`src/hdl/vd16_pkg.sv`:
```
package vd16_pkg;

    localparam int MAX_SYMBOLS = 256;
    localparam int NUM_STATES  = 16;
    localparam int STATE_W     = $clog2(NUM_STATES);
    localparam int CNT_W       = $clog2(MAX_SYMBOLS + 1);
    localparam int METRIC_W    = $clog2(2 * MAX_SYMBOLS + 1);
    localparam int PATH_BYTES  = (MAX_SYMBOLS + 7) / 8;
    localparam int PATH_W      = PATH_BYTES * 8;
    localparam int BYTES_W     = $clog2(PATH_BYTES + 1);
    localparam int OUT_METRIC_W = 10;
    localparam int METRIC_SAT  = 1023;

    typedef struct packed {
        logic [1:0] symbol;
        logic       last_symbol;
    } in_item_t;

    typedef struct packed {
        logic [7:0]              data_byte;
        logic                    last_byte;
        logic [OUT_METRIC_W-1:0] path_metric;
        logic                    overflow;
    } out_item_t;

    typedef struct packed {
        logic acs_en;
        logic ovf_set;
        logic search_en;
        logic load;
        logic shift;
    } dp_cmd_t;

    typedef struct packed {
        logic full;
        logic search_done;
        logic last_out;
    } dp_status_t;

endpackage

```
`src/hdl/vd16_ctrl.sv`:
```
module vd16_ctrl (
    input  logic                 clk,
    input  logic                 rst_n,
    input  logic                 in_valid,
    input  logic                 in_last,
    output logic                 in_ready,
    output logic                 out_valid,
    input  logic                 out_ready,
    input  vd16_pkg::dp_status_t status,
    output vd16_pkg::dp_cmd_t    cmd
);

    localparam logic [1:0] ST_RUN    = 2'd0;
    localparam logic [1:0] ST_SEARCH = 2'd1;
    localparam logic [1:0] ST_LOAD   = 2'd2;
    localparam logic [1:0] ST_EMIT   = 2'd3;

    logic [1:0] state_reg;
    logic [1:0] state_next;

    always_ff @(posedge clk or negedge rst_n)
    begin
        if (!rst_n)
        begin
            state_reg <= ST_RUN;
        end
        else
        begin
            state_reg <= state_next;
        end
    end

    always_comb
    begin
        state_next = state_reg;
        cmd        = '0;
        in_ready   = 1'b0;
        out_valid  = 1'b0;
        unique case (state_reg)
            ST_RUN:
            begin
                in_ready = 1'b1;
                if (in_valid)
                begin
                    cmd.acs_en  = !status.full;
                    cmd.ovf_set = status.full;
                    if (in_last)
                    begin
                        state_next = ST_SEARCH;
                    end
                end
            end
            ST_SEARCH:
            begin
                cmd.search_en = 1'b1;
                if (status.search_done)
                begin
                    state_next = ST_LOAD;
                end
            end
            ST_LOAD:
            begin
                cmd.load   = 1'b1;
                state_next = ST_EMIT;
            end
            ST_EMIT:
            begin
                out_valid = 1'b1;
                if (out_ready)
                begin
                    if (status.last_out)
                    begin
                        state_next = ST_RUN;
                    end
                    else
                    begin
                        cmd.shift = 1'b1;
                    end
                end
            end
            default:
            begin
                state_next = ST_RUN;
            end
        endcase
    end

endmodule

```
`config.mk`:
```
export PLATFORM = sky130hd
export DESIGN_NAME = vd16_ctrl
export DESIGN_NICKNAME = d
export VERILOG_FILES = /design/src/hdl/vd16_pkg.sv /design/src/hdl/vd16_ctrl.sv
export SDC_FILE = /design/constraint.sdc
export NUM_CORES = 1
export LEC_CHECK = 0
export ABC_AREA = 1
export BUFFER_PORTS_ARGS = -buffer_cell sky130_fd_sc_hd__clkbuf_2
export CAP_MARGIN = 10
export CORE_AREA = 2 2 39 41
export DETAILED_ROUTE_END_ITERATION = 10
export DIE_AREA = 0 0 41 43
export GPL_TIMING_DRIVEN = 0
export MAX_ROUTING_LAYER = met4
export PLACE_DENSITY = 0.38
export SYNTH_ARGS = -nofsm -noshare
export SYNTH_HDL_FRONTEND = slang
export SYNTH_SLANG_ARGS = --single-unit
```
`constraint.sdc`:
```
create_clock -name clk -period 1 [get_ports clk]
set_clock_uncertainty 0.15 [all_clocks]
set_input_delay 0.1 -clock clk [delete_from_list [all_inputs] [get_ports clk]]
set_output_delay 0.1 -clock clk [all_outputs]
set_load 0.01 [all_outputs]
```
==> metrics.txt, run 1 <==
final worst slack=-383 ps; register bit total from synthesis=2; Leakage Power=0.244 nW; sequential fraction of the synthesis area=between 20% and 30%; io pins=15; Yosys top cell by area=dfrtp_1; Synth Flop Type=dfrtp_1; largest net degree at the start of global routing=5; Mapped Area=between 200 and 250 sq um; Commonest cells post-synth=nand2_1, inv_1, ha_1; first-pass GRT wire length=793 um; RR Startpoint=state_reg[0]; height of the die=43 um; failing checks=negative setup slack; CTS buffer count=3; Die Area=0.00176 sq mm; Gate Count Post-Synth=29; Clk Latency, worst-skew pair=220 ps; worst slack, placed=-222 ps; GRT Overall Usage=7.00%; vias in the first global route=around 230; Avg Vias per Cell=3.72; via count=253; asr flop ratio synth=between 90% and 100%; utilization after layout=31.3%; Slew headroom=91.5%; Max Slew Vio Count=0; initial antenna violation count=0; crit start category=flip-flop; Critical Path RT=750 ps; CORE AREA=0.00138 sq mm; Avg Synthesized Cell Area=~7.2 sq um; Root Driver=clkbuf_4; max FFs per register=2; PortBufs=14; Synth top area share=approximately 24%; min Tclk post-route=1380 ps; GRT overflow=0; Residual DRC=0; setup tns final=-2900 ps; simple-gate area share of the yosys netlist=42.8%; final setup fails=9; Post-Synth XOR/XNOR Area=0%; drt total wl=534 um; Nets=66; max_cap viols=0; Highest Clock Rate=723 MHz; 1st-iter DRT viols=3; synth warn=0; Area Overhead vs Synth=108%; clk sinks=2; CP endpoint kind=output pin; Adder-Cell Fraction of Synth Area=24.1%; syn nets=41; detailed placement HPWL=388 um; RSZ-0062 raised after global routing=true; synth top area cells=dfrtp_1, ha_1, nand2_1, inv_1, nand2_2; crit path max fanout=4; largest family of logic cells by synthesized area=simple AND/OR/NAND/NOR gates; Worst Tran Pin Value=128 ps; CTS Buffer Depth=2; layout cells sized above 1=about 69%; mux contribution to synthesized area=0%; Peak supply drop=1250 uV; most frequent cell after synthesis=nand2_1; Netlist cell types=9; R2R depth=7; initial core utilization=15.0%; Fin. Hold Viols=0; Setup CP Type=reg2out; clock-pin slew on the worst setup and hold paths=30 ps; ANT nets after route=0; Final period util=138%; H-tree levels=1; # diodes=0; number of synthesized flops with an enable pin=0; reg2reg end=state_reg[0]; status=complete, but fails checks; FF-to-FF setup slack=-270 ps; num rows=14; Compound-Gate Fraction of Synth Area=0%; PD cells=3000 mW/mm^2; crit path DAT=1130 ps; Placer Congestion=0.589; Die Span X=between 40 and 50 um; WL/cell=7.85 um; DRT Pass-1 Iters=2; Tightest Hold Check Type=in2async; CTS tree=done
## cell families (layout without fill, tap and decap cells)
family        after synthesis  count (layout)
flops                       2               2
buf+inv                     5              28
simple gates               18              18
fa+ha+maj                   4               4
## metal layers
layer  wire, um  global-route usage [%]  up-vias
met5          0                       -        -
met3         48                    1.57        0
li1           -                       -      137
met4          0                    6.00        0
met1        223                    7.74      105
met2        262                    10.0       11
## stage by stage
step | hold slack, ps | instance area [sq um] | total power [mW] | cells
final | 51.1 | 433 | 1.30 | 68
after global routing | 48.1 | 433 | 1.45 | 68
after CTS | 32.9 | 380 | 1.12 | 66
after detailed placement | -262 | 323 | 0.820 | 59
after global placement | -262 | 323 | 0.831 | 59
after floorplan | -346 | 233 | 0.647 | 29
## worst max-delay path: stages (launching register included)
cell and delay, ps:
dfrtp_2 430, ha_2 210, and3b_1 160, clkbuf_2 120
## power breakdown
| part | switching, mW | total [mW] | internal [mW] |
|---|---|---|---|
| logic | 0.436 | 0.939 | 0.504 |
| registers | 0.0528 | 0.184 | 0.131 |
| clock network | 0.0446 | 0.177 | 0.132 |
## cell type report
class                   instances  area [sq um]
clock buffers                   3          22.5
fillers                       161           951
inverters                       5          18.8
multi-input cells              22           186
flip-flops and latches          2          51.3
well taps                      16          20.0
repair buffers                 20           134
## repair_timing
action,CTS,global route
endpoints found under the setup margin,9,9
endpoints found under the hold margin,2,0
hold buffers,1,0
setup buffers,3,2
gates resized for setup,2,11
pin swaps,4,3
## how the worst max path moves through the flow
stage                       from            to  slack (ps)  cells past startpoint
floorplan           state_reg[0]  state_reg[0]        -170                      6
detailed placement  state_reg[0]  state_reg[0]        -220                      6
CTS                 state_reg[0]        cmd[4]        -400                      5
finish              state_reg[0]        cmd[0]        -380                      3
global route        state_reg[0]        cmd[3]        -460                      5
global placement    state_reg[0]  state_reg[0]        -230                      6
## cells in the final DEF (no fill, tap or decap), types with 2 or more instances in the layout
| cell type | instances |
|---|---|
| nand2_4 | 2 |
| buf_4 | 4 |
| clkbuf_2 | 10 |
| nor2_2 | 2 |
| inv_1 | 2 |
| nand4_1 | 2 |
| nand2_1 | 8 |
| buf_6 | 3 |
| buf_2 | 2 |
| inv_2 | 3 |
| ha_4 | 2 |
| clkbuf_4 | 3 |
| nand2_2 | 2 |
(Power assumes the default switching activity.)
==> run 2: changes to the inputs <==
--- a/config.mk
+++ b/config.mk
@@ -15,3 +15,3 @@
 export MAX_ROUTING_LAYER = met4
-export PLACE_DENSITY = 0.38
+export PLACE_DENSITY = 0.37
 export SYNTH_ARGS = -nofsm -noshare
==> constraint.sdc (replaced) <==
create_clock -name clk -period 1.4 [get_ports clk]
set_clock_uncertainty 0.15 [all_clocks]
set_input_delay 0.28 -clock clk [delete_from_list [all_inputs] [get_ports clk]]
set_output_delay 0.28 -clock clk [all_outputs]
set_load 0.01 [all_outputs]
==> metrics.txt, run 2 (synthesis results as in run 1) <==
RSZ-0062 raised after global routing=true (unchanged); CP max stage delay=380 ps (was 430 ps); ANT nets after route=0 (unchanged); Die Span X=41 um (unchanged); failing checks=negative setup slack (unchanged); Final period util=111%; PD cells=2080 mW/mm^2 (was 3000 mW/mm^2); status=complete, but fails checks (unchanged); placed cells=59 (unchanged); vias in the first global route=240 (was 228); Psw=362 uW (was 533 uW); CP Cell Sequence=inv_2, buf_4, ha_1, clkbuf_2 (was ha_2, and3b_1, clkbuf_2); 1st-iter DRT viols=2 (was 3); CTS tree=done (unchanged); Placed Instance Area=300 sq um (was 323 sq um); Critical Path RT=970 ps (was 750 ps); Internal Power=493 uW (was 767 uW); Placer Congestion=0.693 (was 0.589); # diodes=0 (unchanged); Nets=66 (unchanged); final setup fails=7 (was 9); clock-pin slew on the worst setup and hold paths=30 ps (about the same); largest net degree at the start of global routing=5 (unchanged); sequential share of power=14.5% (was 14.1%); height of the die=43 um (unchanged); Slew headroom=90.0% (was 91.5%); Peak supply drop=922 uV (was 1250 uV); initial antenna violation count=0 (unchanged); final worst slack=-160 ps (was -383 ps); Fin. Hold Viols=0 (unchanged); clk sinks=2 (unchanged); crit path DAT=1130 ps (about the same); commonest non-fill, non-tap cell in the layout=clkbuf_2 (unchanged); CP endpoint kind=output pin (unchanged); Die Area=0.00176 sq mm (unchanged); crit path max fanout=3 (was 4); num rows=14 (unchanged); CORE AREA=0.00138 sq mm (unchanged); CTS buffer count=3 (unchanged); Root Driver=clkbuf_4 (unchanged); Non-Filler Instances=68 (unchanged); GRT overflow=0 (unchanged); via count=258 (was 253); finished layout cell area=412 sq um (was 433 sq um); layout cells sized above 1=59.6% (was 69.2%); GRT Overall Usage=7.93% (was 7.00%); most frequent cells in the layout=clkbuf_2, nand2_1, buf_2 (was clkbuf_2, nand2_1, buf_4); min Tclk post-route=between 1500 and 2000 ps; detailed placement HPWL=390 um (was 388 um); PortBufs=14 (unchanged); DRT Pass-1 Iters=3 (was 2); WL/cell=8.31 um (was 7.85 um); Leakage Power=0.244 nW (about the same); io pins=15 (unchanged); Avg Vias per Cell=3.79 (was 3.72); first-pass GRT wire length=897 um (was 793 um); max FFs per register=2 (unchanged); CTS Buffer Depth=2 (unchanged); Residual DRC=0 (unchanged); drt total wl=565 um (was 534 um); crit start category=flip-flop (unchanged); H-tree levels=1 (unchanged); Area Overhead vs Synth=98.2% (was 108%); Comb power frac=70.6% (was 72.2%); Worst Tran Pin Value=150 ps (was 128 ps); Clk Latency, worst-skew pair=220 ps (about the same); Setup CP Type=reg2out (unchanged); Tightest Hold Check Type=in2async (unchanged); max_cap viols=0 (unchanged); switching share of total power=42.3% (was 41.0%); CP max stage cell=dfrtp_1 (was dfrtp_2); Clock power frac=14.9% (was 13.6%); Overall Power=854 uW (was 1.30 mW); initial core utilization=15.0% (unchanged); setup tns final=-798 ps (was -2900 ps); Max Slew Vio Count=0 (unchanged); Highest Clock Rate=~640 MHz
[run 2: cell types whose count changed in the layout (fill, tap and decap cells not counted)]
| cell | previous run | this run |
|---|---|---|
| nor2_2 | 2 | 0 |
| ha_1 | 1 | 2 |
| dfrtp_2 | 1 | 0 |
| clkbuf_2 | 10 | 9 |
| buf_2 | 2 | 4 |
| nor2_1 | 0 | 2 |
| inv_2 | 3 | 2 |
| ha_4 | 2 | 1 |
| buf_4 | 4 | 3 |
| inv_1 | 2 | 3 |
| dfrtp_1 | 1 | 2 |
[run 2: worst max-delay path, delay by kind of cell, from the launching register on]
kind                     cells  cell delay (ps)
buffers and inverters        3              330
adder cells (fa/ha/maj)      1              190
flip-flops                   1              380
[run 2: metrics by stage]
step | setup slack, ps | hold WS [ps] | util [%]
global route | -214 | 226 | 29.7
detailed placement | -20.0 | -82.4 | 21.7
finish | -160 | 229 | 29.7
CTS | -168 | 213 | 27.4
floorplan | 34.0 | -166 | -
global placement | -41.5 | -82.1 | 21.7
[run 2: timing repair]
action / 4_1_cts / 5_1_grt
resized for setup: 5 / 11
endpoints found under the hold margin: 2 / 0
setup buffers: 4 / 2
hold buffers: 1 / 0
setup endpoints to repair: 7 / 9
pin swaps: 4 / 5
[run 2: routing by layer]
| metal | wire, um | share of wire [%] | global-route usage, % |
|---|---|---|---|
| met1 | 228 | 40 | 8.39 |
| met2 | 306 | 54 | 12.2 |
| met3 | 30 | 5.3 | 0 |
| met4 | 0 | 0 | 8.00 |
| met5 | 0 | 0 | - |
[run 2: worst paths after layout]
kind                                   start            to  slack, ps  cells after the start
worst max-delay path            state_reg[1]        cmd[2]       -160                      4
worst min-delay path                   rst_n  state_reg[1]        230                      2
worst max register to register  state_reg[1]  state_reg[0]         70                      7
worst min register to register  state_reg[0]  state_reg[0]        410                      2
max in group asynchronous              rst_n  state_reg[0]        770                      2
min in group clk                   status[1]  state_reg[0]        290                      5
[run 2: cell type report]
cell class              count  area [sq um]
multi-input cells          22           169
fillers                   149           972
well taps                  16          20.0
flip-flops and latches      2          50.0
clock buffers               3          22.5
repair buffers             20           131
inverters                   5          18.8
[run 2: power groups by stage]
stage	sequential, mW	combinational, mW	clock, mW
3_5_place_dp	0.125	0.399	0
4_1_cts	0.126	0.528	0.138
2_1_floorplan	0.116	0.289	0
5_1_grt	0.130	0.686	0.138
6_report	0.124	0.603	0.127
3_3_place_gp	0.127	0.405	0
==> run 3: changes to the inputs <==
Settings changed: PLACE_DENSITY 0.37 to not set, PLACE_DENSITY_LB_ADDON set to 0.3.
==> metrics.txt, run 3 (synthesis results as in run 1) <==
status=complete, but fails checks (unchanged); failing checks=negative setup slack (unchanged); io pins=15 (unchanged); initial antenna violation count=0 (unchanged); WL/cell=8.15 um (was 8.31 um); clk sinks=2 (unchanged); Non-Filler Instances=68 (unchanged); CP endpoint kind=output pin (unchanged); Clock power frac=15.1% (was 14.9%); Tightest Hold Check Type=in2async (unchanged); PD cells=2120 mW/mm^2 (was 2080 mW/mm^2); height of the die=43 um (unchanged); GRT overflow=0 (unchanged); 1st-iter DRT viols=8 (was 2); PortBufs=14 (unchanged); CTS Buffer Depth=2 (unchanged); RSZ-0062 raised after global routing=true (unchanged); CTS tree=done (unchanged); Leakage Power=0.234 nW (was 0.244 nW); finished layout cell area=393 sq um (was 412 sq um); max_cap viols=0 (unchanged); Area Overhead vs Synth=89.2% (was 98.2%); most frequent cells in the layout=clkbuf_2, nand2_1, buf_4, inv_1, clkbuf_4 (was clkbuf_2, nand2_1, buf_2); initial core utilization=15.0% (unchanged); max FFs per register=2 (unchanged); final worst slack=-153 ps (was -160 ps); Setup CP Type=reg2out (unchanged); CTS buffer count=3 (unchanged); Internal Power=488 uW (was 493 uW); crit start category=flip-flop (unchanged); DRT Pass-1 Iters=4 (was 3); Residual DRC=0 (unchanged); Comb power frac=69.9% (was 70.6%); drt total wl=554 um (was 565 um); Clk Latency, worst-skew pair=220 ps (about the same); Slew headroom=90.1% (was 90.0%); Highest Clock Rate=644 MHz (was 641 MHz); worst hold slack=230 ps (was 229 ps); num rows=14 (unchanged); Die Span X=41 um (unchanged); Placed Instance Area=300 sq um (unchanged); sequential share of power=15.0% (was 14.5%); Die Area=0.00176 sq mm (unchanged); # diodes=0 (unchanged); layout cells sized above 1=55.8% (was 59.6%); Critical Path RT=970 ps (about the same); placed cells=59 (unchanged); min Tclk post-route=1550 ps (was 1560 ps); setup tns final=-907 ps (was -798 ps); Psw=345 uW (was 362 uW); GRT Overall Usage=7.83% (was 7.93%); first-pass GRT wire length=834 um (was 897 um); Nets=66 (unchanged); Max Slew Vio Count=0 (unchanged); Avg Vias per Cell=3.75 (was 3.79); crit path max fanout=4 (was 3); CORE AREA=0.00138 sq mm (unchanged); final setup fails=7 (unchanged); detailed placement HPWL=373 um (was 390 um); vias in the first global route=211 (was 240); commonest non-fill, non-tap cell in the layout=clkbuf_2 (unchanged); Fin. Hold Viols=0 (unchanged); largest net degree at the start of global routing=5 (unchanged); Root Driver=clkbuf_4 (unchanged); Worst Tran Pin Value=148 ps (was 150 ps); ANT nets after route=0 (unchanged); Final period util=111% (about the same); Peak supply drop=816 uV (was 922 uV); Placer Congestion=0.636 (was 0.693); switching share of total power=41.4% (was 42.3%); crit path DAT=1120 ps (was 1130 ps); via count=255 (was 258); H-tree levels=1 (unchanged); clock-pin slew on the worst setup and hold paths=30 ps (about the same)
[run 3: cell types whose count changed in the layout (fill, tap and decap cells not counted), sizes merged]
| cell | change |
|---|---|
| buf | -2 |
| clkbuf | +2 |
[run 3: power by group through the flow]
stage | sequential, mW | combinational, mW | clock (mW)
after floorplan | 0.116 | 0.289 | 0
after global placement | 0.127 | 0.400 | 0
after detailed placement | 0.124 | 0.400 | 0
after CTS | 0.123 | 0.549 | 0.136
after global routing | 0.130 | 0.657 | 0.144
final | 0.125 | 0.583 | 0.126
[run 3: area by class of cell]
type / instances / area (sq um)
Tap cell: 16 / 20.0
Fill cell: 163 / 991
Inverter: 5 / 18.8
Clock buffer: 3 / 22.5
Sequential cell: 2 / 50.0
Timing Repair Buffer: 20 / 128
Multi-Input combinational cell: 22 / 154
[run 3: stage by stage]
stage | util (%) | setup slack, ps | total power, mW
after floorplan | - | 34.0 | 0.405
after global placement | 21.7 | -32.8 | 0.527
after detailed placement | 21.7 | -20.5 | 0.524
after CTS | 27.9 | -162 | 0.809
after global routing | 28.4 | -252 | 0.932
final | 28.4 | -153 | 0.833
[run 3: path summary, 6_finish.rpt]
| kind | slack [ps] | cells after the start | from | end |
|---|---|---|---|---|
| max | -150 | 5 | state_reg[1] | cmd[3] |
| min | 230 | 2 | rst_n | state_reg[0] |
| max reg2reg | 10 | 7 | state_reg[1] | state_reg[0] |
| min reg2reg | 400 | 2 | state_reg[0] | state_reg[0] |
| max in group asynchronous | 770 | 2 | rst_n | state_reg[1] |
| min in group clk | 290 | 5 | in_last | state_reg[0] |
[run 3: timing repair]
action                     in CTS  in global routing
setup endpoints to repair       7                  9
resized for setup               5                  4
gates cloned                    0                  0
buffers inserted                5                  0
hold buffers                    1                  0
hold endpoints to repair        2                  0
pin swaps                       4                  0
[run 3: critical path, cell delays in order, from the launching register on]
cell     delay [ps]
dfrtp_1         400
inv_2           100
ha_4            160
inv_1            50
nor2_1           70
buf_2           130
[run 3: metal layers]
metal	track usage [%]	part of all wire (%)	up-vias
met5	-	0	-
met4	8.00	0	0
met3	2.09	9.9	0
met2	10.3	50	11
met1	8.71	40	106
li1	-	-	138
